<file path="config.mk">
export PLATFORM = sky130hd
export DESIGN_NAME = rgbh_ctrl
export DESIGN_NICKNAME = d
export VERILOG_FILES = /design/src/hdl/rgbh_pkg.sv /design/src/hdl/rgbh_ctrl.sv
export SDC_FILE = /design/constraint.sdc
export NUM_CORES = 1
export LEC_CHECK = 0
export ABC_CLOCK_PERIOD_IN_PS = 1400
export BUFFER_PORTS_ARGS = -buffer_cell sky130_fd_sc_hd__buf_2
export CELL_PAD_IN_SITES_DETAIL_PLACEMENT = 0
export CELL_PAD_IN_SITES_GLOBAL_PLACEMENT = 1
export CORE_AREA = 2 2 39 41
export CTS_BUF_LIST = sky130_fd_sc_hd__clkbuf_8 sky130_fd_sc_hd__clkbuf_16
export CTS_CLUSTER_DIAMETER = 120
export DETAILED_ROUTE_END_ITERATION = 6
export DIE_AREA = 0 0 41 43
export GPL_ROUTABILITY_DRIVEN = 1
export PLACE_DENSITY = 0.73
export REMOVE_ABC_BUFFERS = 1
export SYNTH_ARGS = -nofsm -noshare
export SYNTH_HDL_FRONTEND = slang
export SYNTH_SLANG_ARGS = --single-unit
</file>
<file path="constraint.sdc">
create_clock -name clock -period 1.4 [get_ports clock]
set_input_delay 0.14 -clock clock [delete_from_list [all_inputs] [get_ports clock]]
set_output_delay 0.14 -clock clock [all_outputs]
set_load 0.005 [all_outputs]
</file>
<file path="src/hdl/rgbh_pkg.sv">
// Package with the constants, codes and shared types of the RGB byte histogram.
`timescale 1ns / 1ps

package rgbh_pkg;

   localparam int OFFSET_FIELD_POS = 10;
   localparam int NUM_BINS         = 256;
   localparam int COUNT_WIDTH      = 32;
   localparam int NUM_CHANNELS     = 3;

   localparam int REQ_W   = 2;
   localparam int BYTE_W  = 8;
   localparam int CHAN_W  = 2;
   localparam int BIN_W   = $clog2(NUM_BINS);
   localparam int OUT_W   = 32;
   localparam int POS_W   = 32;
   localparam int DEPTH   = NUM_CHANNELS * NUM_BINS;
   localparam int ADDR_W  = CHAN_W + BIN_W;
   localparam int PHASE_W = 2;

   typedef enum logic [REQ_W-1:0] {
      REQ_DATA  = 2'd0,
      REQ_READ  = 2'd1,
      REQ_CLEAR = 2'd2,
      REQ_NONE  = 2'd3
   } req_kind_type;

   localparam logic [CHAN_W-1:0] CHAN_RED    = 2'd0;
   localparam logic [CHAN_W-1:0] CHAN_GREEN  = 2'd1;
   localparam logic [CHAN_W-1:0] CHAN_BLUE   = 2'd2;
   localparam logic [CHAN_W-1:0] CHAN_UNUSED = 2'd3;

   localparam logic [PHASE_W-1:0] PHASE_BLUE  = 2'd0;
   localparam logic [PHASE_W-1:0] PHASE_GREEN = 2'd1;
   localparam logic [PHASE_W-1:0] PHASE_RED   = 2'd2;

   typedef enum logic [3:0] {
      ST_CLEAR = 4'b0001,
      ST_IDLE  = 4'b0010,
      ST_BYTE  = 4'b0100,
      ST_READ  = 4'b1000
   } state_type;

   typedef struct packed {
      logic take_byte;
      logic take_read;
      logic take_clear;
      logic sweep;
      logic write_back;
      logic load_rsp;
   } dp_cmd_type;

   typedef struct packed {
      logic rsp_busy;
      logic sweep_last;
   } dp_status_type;

   function automatic logic [COUNT_WIDTH-1:0] sat_inc(input logic [COUNT_WIDTH-1:0] value);
      return (&value) ? value : value + COUNT_WIDTH'(1);
   endfunction

endpackage

</file>
<file path="src/hdl/rgbh_ctrl.sv">
// Controller state machine of the RGB byte histogram.
`timescale 1ns / 1ps

module rgbh_ctrl import rgbh_pkg::*; (
   input  logic             clock,
   input  logic             reset,
   input  logic             req_valid,
   input  logic [REQ_W-1:0] req_type,
   output logic             req_ready,
   input  dp_status_type    status,
   output dp_cmd_type       cmd
);

   state_type state_ff;
   state_type state_in;

   always_comb begin
      state_in  = state_ff;
      req_ready = 1'b0;
      cmd       = '0;
      unique case (state_ff)
         ST_CLEAR: begin
            cmd.sweep = 1'b1;
            if (status.sweep_last) begin
               state_in = ST_IDLE;
            end
         end
         ST_IDLE: begin
            // A read needs the response register free by the time its data returns.
            req_ready = (req_kind_type'(req_type) != REQ_READ) || !status.rsp_busy;
            if (req_valid && req_ready) begin
               unique case (req_kind_type'(req_type))
                  REQ_DATA: begin
                     cmd.take_byte = 1'b1;
                     state_in      = ST_BYTE;
                  end
                  REQ_READ: begin
                     cmd.take_read = 1'b1;
                     state_in      = ST_READ;
                  end
                  REQ_CLEAR: begin
                     cmd.take_clear = 1'b1;
                     state_in       = ST_CLEAR;
                  end
                  REQ_NONE: begin
                     state_in = ST_IDLE;
                  end
                  default: begin
                     state_in = ST_IDLE;
                  end
               endcase
            end
         end
         ST_BYTE: begin
            cmd.write_back = 1'b1;
            state_in       = ST_IDLE;
         end
         ST_READ: begin
            cmd.load_rsp = 1'b1;
            state_in     = ST_IDLE;
         end
         default: begin
            state_in = ST_CLEAR;
         end
      endcase
   end

   always_ff @(posedge clock) begin
      if (reset) begin
         state_ff <= ST_CLEAR;
      end else begin
         state_ff <= state_in;
      end
   end

endmodule

</file>
**After elaboration in Yosys (flattened, before gate mapping)**

Index checks and enable logic that the tools add are counted.

- Register bits: 4
- Output and inout port bits: 7

- Equal/unequal tests: 10
- Mux-type cells: 13
- Reductions and logical operators: 6

Operator list:

| kind | number |
|---|---|
| 4-bit one-hot mux with 4 select lines | 1 |
| 4-bit one-hot mux with 3 select lines | 1 |
| 4-bit 2-to-1 mux | 2 |
| 1-bit 2-to-1 mux | 7 |
| 3-bit 2-to-1 mux | 2 |
| 2-bit == test, second input constant | 2 |
| 4-bit by 1-bit == test with 1-bit output, second input constant | 1 |
| 4-bit by 2-bit == test with 1-bit output, second input constant | 1 |
| 4-bit by 3-bit == test with 1-bit output, second input constant | 1 |
| 4-bit == test, second input constant | 1 |
| 2-bit inequality test, second input constant | 2 |
| 2-bit by 1-bit == test with 1-bit output, second input constant | 1 |
| 2-bit logical NOT | 1 |
| 2-bit by 1-bit inequality test with 1-bit output, second input constant | 1 |
| 2-bit AND reduction | 1 |
| 2-bit OR reduction | 1 |
| 1-bit logical AND | 1 |
| 1-bit logical NOT | 1 |
| 1-bit logical OR | 1 |

**Longest topological paths before layout**

Gate-level depths: netlist of run 1.

- Depth after elaboration: 5
- Mapped depth: 4
- Gate-level depth less buffers: 3

**Worst setup path after synthesis of run 1**

Ideal clock, no wire load.

- Kind: flip-flop to flip-flop
- Start: register state_ff[0]
- End: register state_ff[1]
- Setup time: 0.129 ns
- Arrival: 1.034 ns
- Required time: 1.271 ns
- Slack: 0.237 ns
- Stages on the path, launching flop included: 4
- Buffers on the path: 0
- Period minus slack after synthesis: 1.163 ns
- Path through: dfxtp_1 nor4b_2 a21o_2 o211ai_2

- Cells in the longest elaborated chain, start to end: 3
- Elaborated cells on any way between the ends: 9
- Classes of those cells: eq/ne (6); mux (1); reduce/logical (2)

Ends and longest elaborated chain:

| element | RTL line | source |
|---|---|---|
| start: declaration | rgbh_ctrl.sv:14 | `state_type state_ff;` |
| start signal: assignment | rgbh_ctrl.sv:72 | `state_ff <= state_in;` |
| 4-bit by 3-bit == test with 1-bit output, or another cell as far along | rgbh_ctrl.sv:21 | `unique case (state_ff)` |
| 2-bit OR reduction (no line) or 2-bit inequality test (tied branches) | n/a |  |
| 4-bit one-hot mux with 3 select lines or 2-bit AND reduction (tied branches) | n/a |  |

Several ways; a longest one is shown, not always the timed one.
A chain may end at the register's enable or synchronous reset.

==> run summary, run 1 <==
=================================================================================
DR vias/cell .......................................................         4.75
Die Ht .............................................................        43 um
Achievable frequency ...............................................      710 MHz
Fin. max-slew vios .................................................            0
Destination of the critical timing path ............................       cmd[4]
Diodes inserted ....................................................            0
Avg Synthesized Cell Area ..........................................    9.43 um^2
Die Width ..........................................................        41 um
Boundary Pins ......................................................           14
Worst Path Required ................................................      1.26 ns
Number of cells in the design after placement ......................           66
Outcome ............................................................ finished with violations
Setup Crit Path Kind ...............................................   reg -> out
Clock net sink count ...............................................            4
Non-filler cells in the finished layout ............................           76
Element type at the critical path end ..............................  output port
Total gr overflow ..................................................            0
Placement Setup Slack ..............................................    0.0838 ns
Antenna violations before repair ...................................            0
Global-route wire length before repair .............................      1410 um
Transition time at the pin with the least slew margin ..............     0.280 ns
Number of warnings reported in the yosys synthesis log .............            0
CP startpoint ......................................................  state_ff[0]
Yosys cell types ...................................................           24
Biggest regs .......................................................  state_ff x4
Core outline area ..................................................    1380 um^2
Pin count of the biggest net entering global routing ...............            9
Arrival time at the worst endpoint .................................      1.27 ns
Final worst path period need .......................................      1.41 ns
Leak ...............................................................     0.254 nW
Hold Path Class ....................................................    in -> reg
Sum of routed wire length over all layers ..........................       951 um
Failing checks ..................................................... setup timing
R2r worst-path depth ...............................................            5
Source of the worst register-to-register timing path ...............  state_ff[0]
Number of levels the H-tree was split into .........................            1
Hold violation count in the final report ...........................            0
P&R area growth vs syn .............................................        63.4%
Total of endpoints with negative setup slack in the final report ...            1
Largest voltage drop on the vdd net ................................     0.413 mV
Post-Route Skew ....................................................   0.00151 ns
Iter 0 DRT Violations ..............................................            4
Total routing resource utilization after global routing ............        12.2%
Half-perimeter wire length of the detailed placement result ........       610 um
TNS Setup ..........................................................  -0.00884 ns
Startpoint class of the critical path ..............................    flip-flop
Reg2Reg Capture Point ..............................................  state_ff[2]
Relative slew margins ..............................................        81.2%
Pre-Repair DR Iteration Count ......................................            2
Hold Path Origin ...................................................    status[1]
Fraction of final layout cells sized beyond drive strength 1 .......        66.7%
Crit path max fanout ...............................................            4
Routability-driven placement congestion ratio ......................        0.832
Synth Instances ....................................................           37
Synthesized area ...................................................     349 um^2
Setup slack of the most critical reg-to-reg path ...................      0.03 ns
Number of violations of the max-capacitance limit ..................            0
Portion of the post-synthesis area used by sequential elements .....        22.9%
Number of remaining DRC errors .....................................            0
Bufs on Longest Clock Path .........................................            2
Num CTS Buffers ....................................................            3
Largest register by flop count .....................................     state_ff
Clock tree from TritonCTS ..........................................         done
Total power density per cell area ..................................  938 nW/um^2
Buffers added on ports .............................................           13
Number of antenna-violating nets in the routed design ..............            0
Clock latency on the worst-skew pair ...............................      0.21 ns
Placement Rows .....................................................           14
Master cell of the clock root buffer ...............................     clkbuf_8
Flops & latches, synth .............................................            4
Final period utilization ...........................................         101%
Via count of the routed design .....................................          361
Post-route total power .............................................   0.000535 W
Initial cell density of the core ...................................        25.2%
Number of global-route vias before repair ..........................          343
Final routed wire length divided by cell count .....................      12.5 um
Post-route worst setup slack .......................................  -0.00884 ns
Largest register FFs ...............................................            4
RSZ-0062 raised after global routing ...............................          yes
Final #Nets ........................................................           69
Full die area ......................................................    1760 um^2
Register clock-pin slew on the reported worst setup and hold paths .      0.03 ns
=================================================================================
## metal layers
metal	wire, um	GRT usage (%)	up-vias
met5	0	0	-
met4	4	4.00	0
met3	59	6.28	2
met2	496	18.1	15
met1	391	14.5	161
li1	-	-	183
## per-stage QoR
step	hold slack, ns	cell area, um^2	utilization (%)
3_5_place_dp	0.357	430	31.1
4_1_cts	0.120	524	37.9
3_3_place_gp	0.354	430	31.1
5_1_grt	0.129	571	41.2
2_1_floorplan	0.210	338	-
6_report	0.127	571	41.2
## synth_stat cells (all sizes together)
| library cell | number | area [um^2] |
|---|---|---|
| nand2 | 2 | 10.0 |
| and2 | 1 | 6.26 |
| buf | 1 | 11.3 |
| nor4b | 3 | 53.8 |
| o221ai | 1 | 8.76 |
| nor3 | 2 | 15.0 |
| nor2b | 2 | 12.5 |
| and4b | 1 | 10.0 |
| dfxtp | 4 | 80.1 |
| inv | 4 | 15.0 |
| nor2 | 3 | 11.3 |
| xor2 | 1 | 8.76 |
| o211ai | 2 | 20.0 |
| a21o | 1 | 8.76 |
| a22oi | 1 | 7.51 |
| o21ai | 1 | 5.00 |
| nor4 | 2 | 25.0 |
| o311a | 1 | 10.0 |
| nand2b | 2 | 12.5 |
| and3b | 2 | 17.5 |
## where the power goes
| group | total (W) | switching (W) | leakage (nW) | internal [W] |
|---|---|---|---|---|
| sequential | 0.000140 | 0.0000140 | 0.0345 | 0.000126 |
| combinational | 0.000154 | 0.0000726 | 0.198 | 0.0000814 |
| clock | 0.000241 | 0.0000579 | 0.0216 | 0.000183 |
| total | 0.000535 | 0.000144 | 0.254 | 0.000391 |
## layout by cell type (no fill, tap or decap), drive strengths merged, types with 2 or more instances in the layout
master	count
buf	21
o211ai	2
clkbuf	3
and3b	2
inv	4
nand2b	2
nor2b	2
nand2	2
nor4	2
dfxtp	4
nor4b	3
nor3	2
nor2	3
## final cells by class
cell class / count / area (um^2)
repair buffers: 21 / 125
clock buffers: 3 / 41.3
multi-input cells: 28 / 279
well taps: 16 / 20.0
fillers: 149 / 813
flip-flops and latches: 4 / 90.1
inverters: 4 / 15.0
## critical path, stage by stage, from the launching register on
cell and delay, ns:
dfxtp_4 0.34, nor4b_4 0.30, nand2_2 0.13, nor3_2 0.15, buf_2 0.12
## worst min path at each step
| stage | endpoint | slack (ns) | cells after the start |
|---|---|---|---|
| finish | state_ff[3] | 0.13 | 2 |
| global placement | state_ff[3] | 0.35 | 2 |
| global route | state_ff[3] | 0.13 | 2 |
| CTS | state_ff[3] | 0.12 | 2 |
| floorplan | state_ff[2] | 0.21 | 1 |
| detailed placement | state_ff[3] | 0.36 | 2 |
## logic make-up after synthesis
family,share of synthesized area (%)
and+or+nand+nor,49.8
AOI/OAI and AO/OA,17.2
buffers and inverters,7.53
DFF,22.9
xor gates and xnor gates,2.51
## what timing repair did
action | CTS | global route
pin swaps | 3 | 3
setup buffers | 5 | 2
endpoints found under the setup margin | 4 | 5
hold buffers | 0 | 0
gates resized for setup | 7 | 4
cloned | 0 | 0
Power figures use the tool's default switching activity.
==> run 2: changes to the inputs <==
--- a/config.mk
+++ b/config.mk
@@ -6,7 +6,6 @@
 export NUM_CORES = 1
 export LEC_CHECK = 0
 export ABC_CLOCK_PERIOD_IN_PS = 1400
-export BUFFER_PORTS_ARGS = -buffer_cell sky130_fd_sc_hd__buf_2
 export CELL_PAD_IN_SITES_DETAIL_PLACEMENT = 0
 export CELL_PAD_IN_SITES_GLOBAL_PLACEMENT = 1
 export CORE_AREA = 2 2 39 41
@@ -14,8 +13,9 @@
 export CTS_CLUSTER_DIAMETER = 120
 export DETAILED_ROUTE_END_ITERATION = 6
 export DIE_AREA = 0 0 41 43
+export DONT_BUFFER_PORTS = 1
 export GPL_ROUTABILITY_DRIVEN = 1
-export PLACE_DENSITY = 0.73
+export PLACE_DENSITY = 0.61
 export REMOVE_ABC_BUFFERS = 1
 export SYNTH_ARGS = -nofsm -noshare
 export SYNTH_HDL_FRONTEND = slang
==> run 2 against run 1 <==
The run now ends clean. Critical path depth shrank 1. Global-route usage is 0.38 points higher. Clock-buffer cell count unchanged. Sequential share of layout area is 0.72 points higher. Cell area fell by 5.7%. Wire length shrank 8.4%. Largest power group unchanged.
==> run summary, run 2 (same netlist as run 1, synthesis figures left out) <==
=================================================================================
Outcome ............................................................    completed
Final worst path period need .......................................      1.40 ns   -0.0132 ns
Fraction of power spent switching nets .............................        25.0%   -2.0 points
Total routing resource utilization after global routing ............        12.5%   +0.38 points
Final #Nets ........................................................           61   -12%
Final hold slack ...................................................    0.0647 ns   -0.0620 ns
Biggest regs .......................................................  state_ff x4
Buffers added on ports .............................................            0   -13
Power spent charging and discharging nets ..........................   0.000131 W   -9.6%
Iter 0 DRT Violations ..............................................            0   -4
Full die area ......................................................    1760 um^2   unchanged
Crit path max fanout ...............................................            5   +1
Bufs on Longest Clock Path .........................................            2   unchanged
Clock tree from TritonCTS ..........................................         done
P&R area growth vs syn .............................................        54.1%
Fraction of final layout cells sized beyond drive strength 1 .......        50.0%   -17 points
Proportion of power drawn by the clock network .....................        46.6%   +1.6 points
Pre-Repair DR Iteration Count ......................................            1   -1
Placement Setup Slack ..............................................     0.145 ns   +0.0612 ns
Hold Path Class ....................................................    in -> reg
Number of levels the H-tree was split into .........................            1   unchanged
Leading cell type in the layout, fill and taps excluded ............        buf_4
Diodes inserted ....................................................            0   unchanged
DR vias/cell .......................................................         4.93   +3.7%
CP startpoint ......................................................  state_ff[0]
Total gr overflow ..................................................            0   unchanged
Sequential power share .............................................        26.0%   -0.2 points
Sum of routed wire length over all layers ..........................       871 um   -8.4%
Largest register FFs ...............................................            4   unchanged
Register clock-pin slew on the reported worst setup and hold paths .      0.03 ns   about the same
Core outline area ..................................................    1380 um^2   unchanged
Die Ht .............................................................        43 um   unchanged
Routability-driven placement congestion ratio ......................        0.682   -18%
Die Width ..........................................................        41 um   unchanged
Placement Rows .....................................................           14   unchanged
Achievable frequency ...............................................      717 MHz   +0.95%
Number of violations of the max-capacitance limit ..................            0   unchanged
Number of remaining DRC errors .....................................            0   unchanged
Via count of the routed design .....................................          335   -7.2%
Proportion of power drawn by combinational gates ...................        27.4%   -1.4 points
Setup Crit Path Kind ...............................................   reg -> out
Hold Path Origin ...................................................        reset
Clock latency on the worst-skew pair ...............................      0.22 ns   about the same
RSZ-0062 raised after global routing ...............................          yes
Total power density per cell area ..................................  970 nW/um^2   +3.5%
Element type at the critical path end ..............................  output port
Final routed wire length divided by cell count .....................      12.8 um   +2.4%
Hold violation count in the final report ...........................            0   unchanged
Source of the worst register-to-register timing path ...............  state_ff[0]
Num CTS Buffers ....................................................            3   unchanged
Pin count of the biggest net entering global routing ...............            9   unchanged
Final period utilization ...........................................        99.7%   -0.94 points
Antenna violations before repair ...................................            0   unchanged
Startpoint class of the critical path ..............................    flip-flop
Most used cells in the layout excluding fill and tap cells ......... buf_4 (9), inv_1 (4), dlygate4sd3_1 (4), nor2_1 (3), clkbuf_8 (3)
Internal portion of total power ....................................   0.000392 W   +0.24%
Total of endpoints with negative setup slack in the final report ...            0   -1
Boundary Pins ......................................................           14   unchanged
Post-Route Skew ....................................................   0.00154 ns   +0.0000278 ns
Worst Path Required ................................................      1.26 ns   about the same
Non-filler cells in the finished layout ............................           68   -11%
Number of antenna-violating nets in the routed design ..............            0   unchanged
Arrival time at the worst endpoint .................................      1.26 ns   about the same
Clock net sink count ...............................................            4   unchanged
Transition time at the pin with the least slew margin ..............     0.261 ns   -0.0192 ns
Post-route worst setup slack .......................................   0.00437 ns   +0.0132 ns
Number of global-route vias before repair ..........................          359   +4.7%
Number of cells in the design after placement ......................           55   -17%
Half-perimeter wire length of the detailed placement result ........       591 um   -3.2%
Leak ...............................................................     0.217 nW   -14%
Relative slew margins ..............................................        82.5%   +1.3 points
Largest register by flop count .....................................     state_ff
Master cell of the clock root buffer ...............................     clkbuf_8
Initial cell density of the core ...................................        25.2%   unchanged
Fin. max-slew vios .................................................            0   unchanged
Largest voltage drop on the vdd net ................................     0.425 mV   +2.9%
Global-route wire length before repair .............................      1410 um   -0.50%
=================================================================================
[run 2: path summary, 6_finish.rpt]
check	endpoint	slack, ns	cells after the start
max	cmd[4]	0.004	3
min	state_ff[0]	0.06	2
max reg2reg	state_ff[3]	0.12	4
min reg2reg	state_ff[0]	0.68	2
[run 2: worst max-delay path, stage by stage (launching register included)]
cell,delay [ns]
dfxtp_4,0.35
nor4b_4,0.31
nand2_2,0.16
nor3_4,0.21
[run 2: stage by stage]
step | setup TNS, ns | area [um^2] | utilization (%) | power (W)
floorplan | 0 | 338 | - | 0.000214
global placement | 0 | 380 | 27.5 | 0.000248
detailed placement | 0 | 380 | 27.5 | 0.000245
CTS | 0 | 488 | 35.3 | 0.000504
global route | -0.163 | 538 | 38.9 | 0.000552
finish | 0 | 538 | 38.9 | 0.000522
[run 2: power by group through the flow]
| stage | clock [W] | sequential [W] | combinational [W] |
|---|---|---|---|
| 6_report | 0.000243 | 0.000136 | 0.000143 |
| 5_1_grt | 0.000260 | 0.000137 | 0.000156 |
| 4_1_cts | 0.000248 | 0.000140 | 0.000116 |
| 3_5_place_dp | 0 | 0.000142 | 0.000103 |
| 3_3_place_gp | 0 | 0.000142 | 0.000107 |
| 2_1_floorplan | 0 | 0.000145 | 0.0000688 |
[run 2: area by class of cell]
class / instances / area, um^2
Clock buffer: 3 / 41.3
Sequential cell: 4 / 88.8
Tap cell: 16 / 20.0
Fill cell: 147 / 846
Inverter: 4 / 15.0
Multi-Input combinational cell: 28 / 265
Timing Repair Buffer: 13 / 108
[run 2: timing repair]
action	4_1_cts	5_1_grt
hold buffers	4	0
cloned	0	0
setup endpoints to repair	3	6
endpoints found under the hold margin	2	0
buffers inserted	2	4
resized for setup	5	4
pin swaps	2	3
[run 2: routing by layer]
layer	share of wire [%]	GRT usage, %	up-vias	routed length (um)
li1	-	-	169	-
met1	41	13.8	149	354
met3	5.9	3.66	2	51
met4	2.3	10.0	0	20
met5	0	0	-	0
met2	51	18.8	15	444
==> run 3: changes to the inputs <==
--- a/config.mk
+++ b/config.mk
@@ -15,7 +15,7 @@
 export DIE_AREA = 0 0 41 43
 export DONT_BUFFER_PORTS = 1
 export GPL_ROUTABILITY_DRIVEN = 1
-export PLACE_DENSITY = 0.61
+export PLACE_DENSITY = 0.55
 export REMOVE_ABC_BUFFERS = 1
 export SYNTH_ARGS = -nofsm -noshare
 export SYNTH_HDL_FRONTEND = slang
==> run 3 against run 2 <==
Sequential share of layout area rose by 1.1 points. Sequential power increased by 11%. Setup slack better by 0.045 ns. Wire length decreased by 5.6%. Via count down 3.3%. Cell area shrank 5.1%. Critical path depth unchanged. Highest routed layer unchanged. Die area did not move. Hold slack better by 0.014 ns. Clock skew about the same.
==> run summary, run 3 (same netlist as run 1, synthesis figures left out) <==
=================================================================================
Relative slew margins ..............................................        80.7%   -1.8 points
Final routed wire length divided by cell count .....................      12.5 um   -2.8%
Number of fill cells in the layout .................................          144   -2.0%
Leading cell type in the layout, fill and taps excluded ............        buf_4
Total power density per cell area ..................................  991 nW/um^2   +2.2%
Boundary Pins ......................................................           14   unchanged
Core outline area ..................................................    1380 um^2   unchanged
Sequential standard cell area ......................................    90.1 um^2   +1.4%
Final period utilization ...........................................        96.4%   -3.2 points
Clock latency on the worst-skew pair ...............................      0.21 ns   about the same
Final hold slack ...................................................    0.0788 ns   +0.0141 ns
Number of violations of the max-capacitance limit ..................            0   unchanged
Global-route wire length before repair .............................      1250 um   -11%
Biggest regs .......................................................  state_ff x4
Number of buffer and inverter instances along the worst setup path .            0   unchanged
Total gr overflow ..................................................            0   unchanged
Cells traversed along the worst timing path ........................ nor4b_4 -> nand2_2 -> nor3_2
Arrival time at the worst endpoint .................................      1.21 ns   -0.05 ns
Achievable frequency ...............................................      741 MHz   +3.4%
Most used cells in the layout excluding fill and tap cells ......... buf_4 (7), inv_1 (4), dlygate4sd3_1 (4), nor2_1 (3), clkbuf_8 (3)
Number of global-route vias before repair ..........................          317   -12%
Total routing resource utilization after global routing ............        10.7%   -1.8 points
Largest register FFs ...............................................            4   unchanged
Final #Nets ........................................................           59   -3.3%
Master cell of the clock root buffer ...............................     clkbuf_8
Sum of routed wire length over all layers ..........................       822 um   -5.6%
Register clock-pin slew on the reported worst setup and hold paths .      0.03 ns   about the same
R2r worst-path depth ...............................................            4   unchanged
Fin. max-slew vios .................................................            0   unchanged
Crit-path leading delay family ..................................... simple AND/OR/NAND/NOR gates
Final worst path period need .......................................      1.35 ns   -0.0455 ns
Hold violation count in the final report ...........................            0   unchanged
Iter 0 DRT Violations ..............................................            1   +1
Placement Setup Slack ..............................................     0.123 ns   -0.0216 ns
Half-perimeter wire length of the detailed placement result ........       632 um   +6.9%
TNS Setup ..........................................................         0 ns   unchanged
Reg2Reg Capture Point ..............................................  state_ff[2]
RSZ-0062 raised after global routing ...............................          yes
Element type at the critical path end ..............................  output port
Diodes inserted ....................................................            0   unchanged
Clock tree from TritonCTS ..........................................         done
Multi-input combinational cell area ................................     251 um^2   -5.2%
Slowest cell on crit path ..........................................      dfxtp_4
End of the worst hold path .........................................  state_ff[0]
Bufs on Longest Clock Path .........................................            2   unchanged
Routability-driven placement congestion ratio ......................        0.725   +6.3%
Pin count of the biggest net entering global routing ...............            9   unchanged
Setup Crit Path Kind ...............................................   reg -> out
Hold Path Origin ...................................................        reset
Largest register by flop count .....................................     state_ff
Post-Route Skew ....................................................   0.00181 ns   +0.000274 ns
Antenna violations before repair ...................................            0   unchanged
DR vias/cell .......................................................         4.91   -0.35%
Setup slack of the most critical reg-to-reg path ...................      0.17 ns   +0.05 ns
Total of endpoints with negative setup slack in the final report ...            0   unchanged
Source of the worst register-to-register timing path ...............  state_ff[0]
Leak ...............................................................     0.200 nW   -7.7%
Die Ht .............................................................        43 um   unchanged
Buffers added on ports .............................................            0   unchanged
Initial cell density of the core ...................................        25.2%   unchanged
Post-route total power .............................................   0.000506 W   -3.1%
P&R area growth vs syn .............................................        46.2%
Largest voltage drop on the vdd net ................................     0.613 mV   +44%
Crit path max fanout ...............................................            7   +2
Number of levels the H-tree was split into .........................            1   unchanged
Outcome ............................................................    completed
Number of cells on the worst hold path .............................            2   unchanged
Worst Path Required ................................................      1.26 ns   about the same
Pre-Repair DR Iteration Count ......................................            2   +1
Clock net sink count ...............................................            4   unchanged
Hold Path Class ....................................................    in -> reg
Die Width ..........................................................        41 um   unchanged
Number of antenna-violating nets in the routed design ..............            0   unchanged
Fraction of final layout cells sized beyond drive strength 1 .......        46.0%   -4.0 points
Via count of the routed design .....................................          324   -3.3%
Number of remaining DRC errors .....................................            0   unchanged
Full die area ......................................................    1760 um^2   unchanged
Number of cells in the design after placement ......................           55   unchanged
Non-filler cells in the finished layout ............................           66   -2.9%
Placement Rows .....................................................           14   unchanged
Delay of the slowest critical-path stage ...........................      0.36 ns   about the same
Startpoint class of the critical path ..............................    flip-flop
Post-route worst setup slack .......................................    0.0499 ns   +0.0455 ns
Num CTS Buffers ....................................................            3   unchanged
Transition time at the pin with the least slew margin ..............     0.289 ns   +0.0278 ns
=================================================================================
## run 3: changes by cell type in the layout (fill, tap and decap cells not counted), sizes merged
cell / delta
buf: -2
## run 3: power by group
part           internal (W)  total [W]  switching, W
clock network      0.000182   0.000233     0.0000507
registers          0.000129   0.000151     0.0000214
logic             0.0000750   0.000122     0.0000475
## run 3: what timing repair did
| item | CTS | global route |
|---|---|---|
| endpoints found under the setup margin | 4 | 4 |
| setup buffers | 1 | 3 |
| pin swaps | 1 | 3 |
| resized for setup | 3 | 4 |
| hold buffers | 4 | 0 |
| hold endpoints to repair | 2 | 0 |
| gates cloned | 0 | 0 |
## run 3: per-layer routing
metal | wire, um | GRT usage (%)
met3 | 74 | 5.76
met4 | 9 | 4.00
met5 | 0 | 0
met2 | 389 | 15.3
met1 | 348 | 13.1
## run 3: cell type report
type	count	area share (%)
Timing Repair Buffer	11	18.1
Clock buffer	3	8.09
Inverter	4	2.94
Multi-Input combinational cell	28	49.3
Sequential cell	4	17.6
Tap cell	16	3.92
## run 3: worst max path at each step
stage / startpoint / endpoint / cells past startpoint
floorplan: state_ff[2] / state_ff[0] / 3
global placement: state_ff[0] / state_ff[1] / 3
detailed placement: state_ff[0] / state_ff[1] / 3
CTS: state_ff[3] / cmd[4] / 3
global route: state_ff[0] / cmd[4] / 3
finish: state_ff[0] / cmd[4] / 3
## run 3: through the flow
stage	utilization, %	cell area (um^2)
finish	36.9	510
global placement	27.5	380
detailed placement	27.5	380
global route	36.9	510
floorplan	-	338
CTS	34.7	480
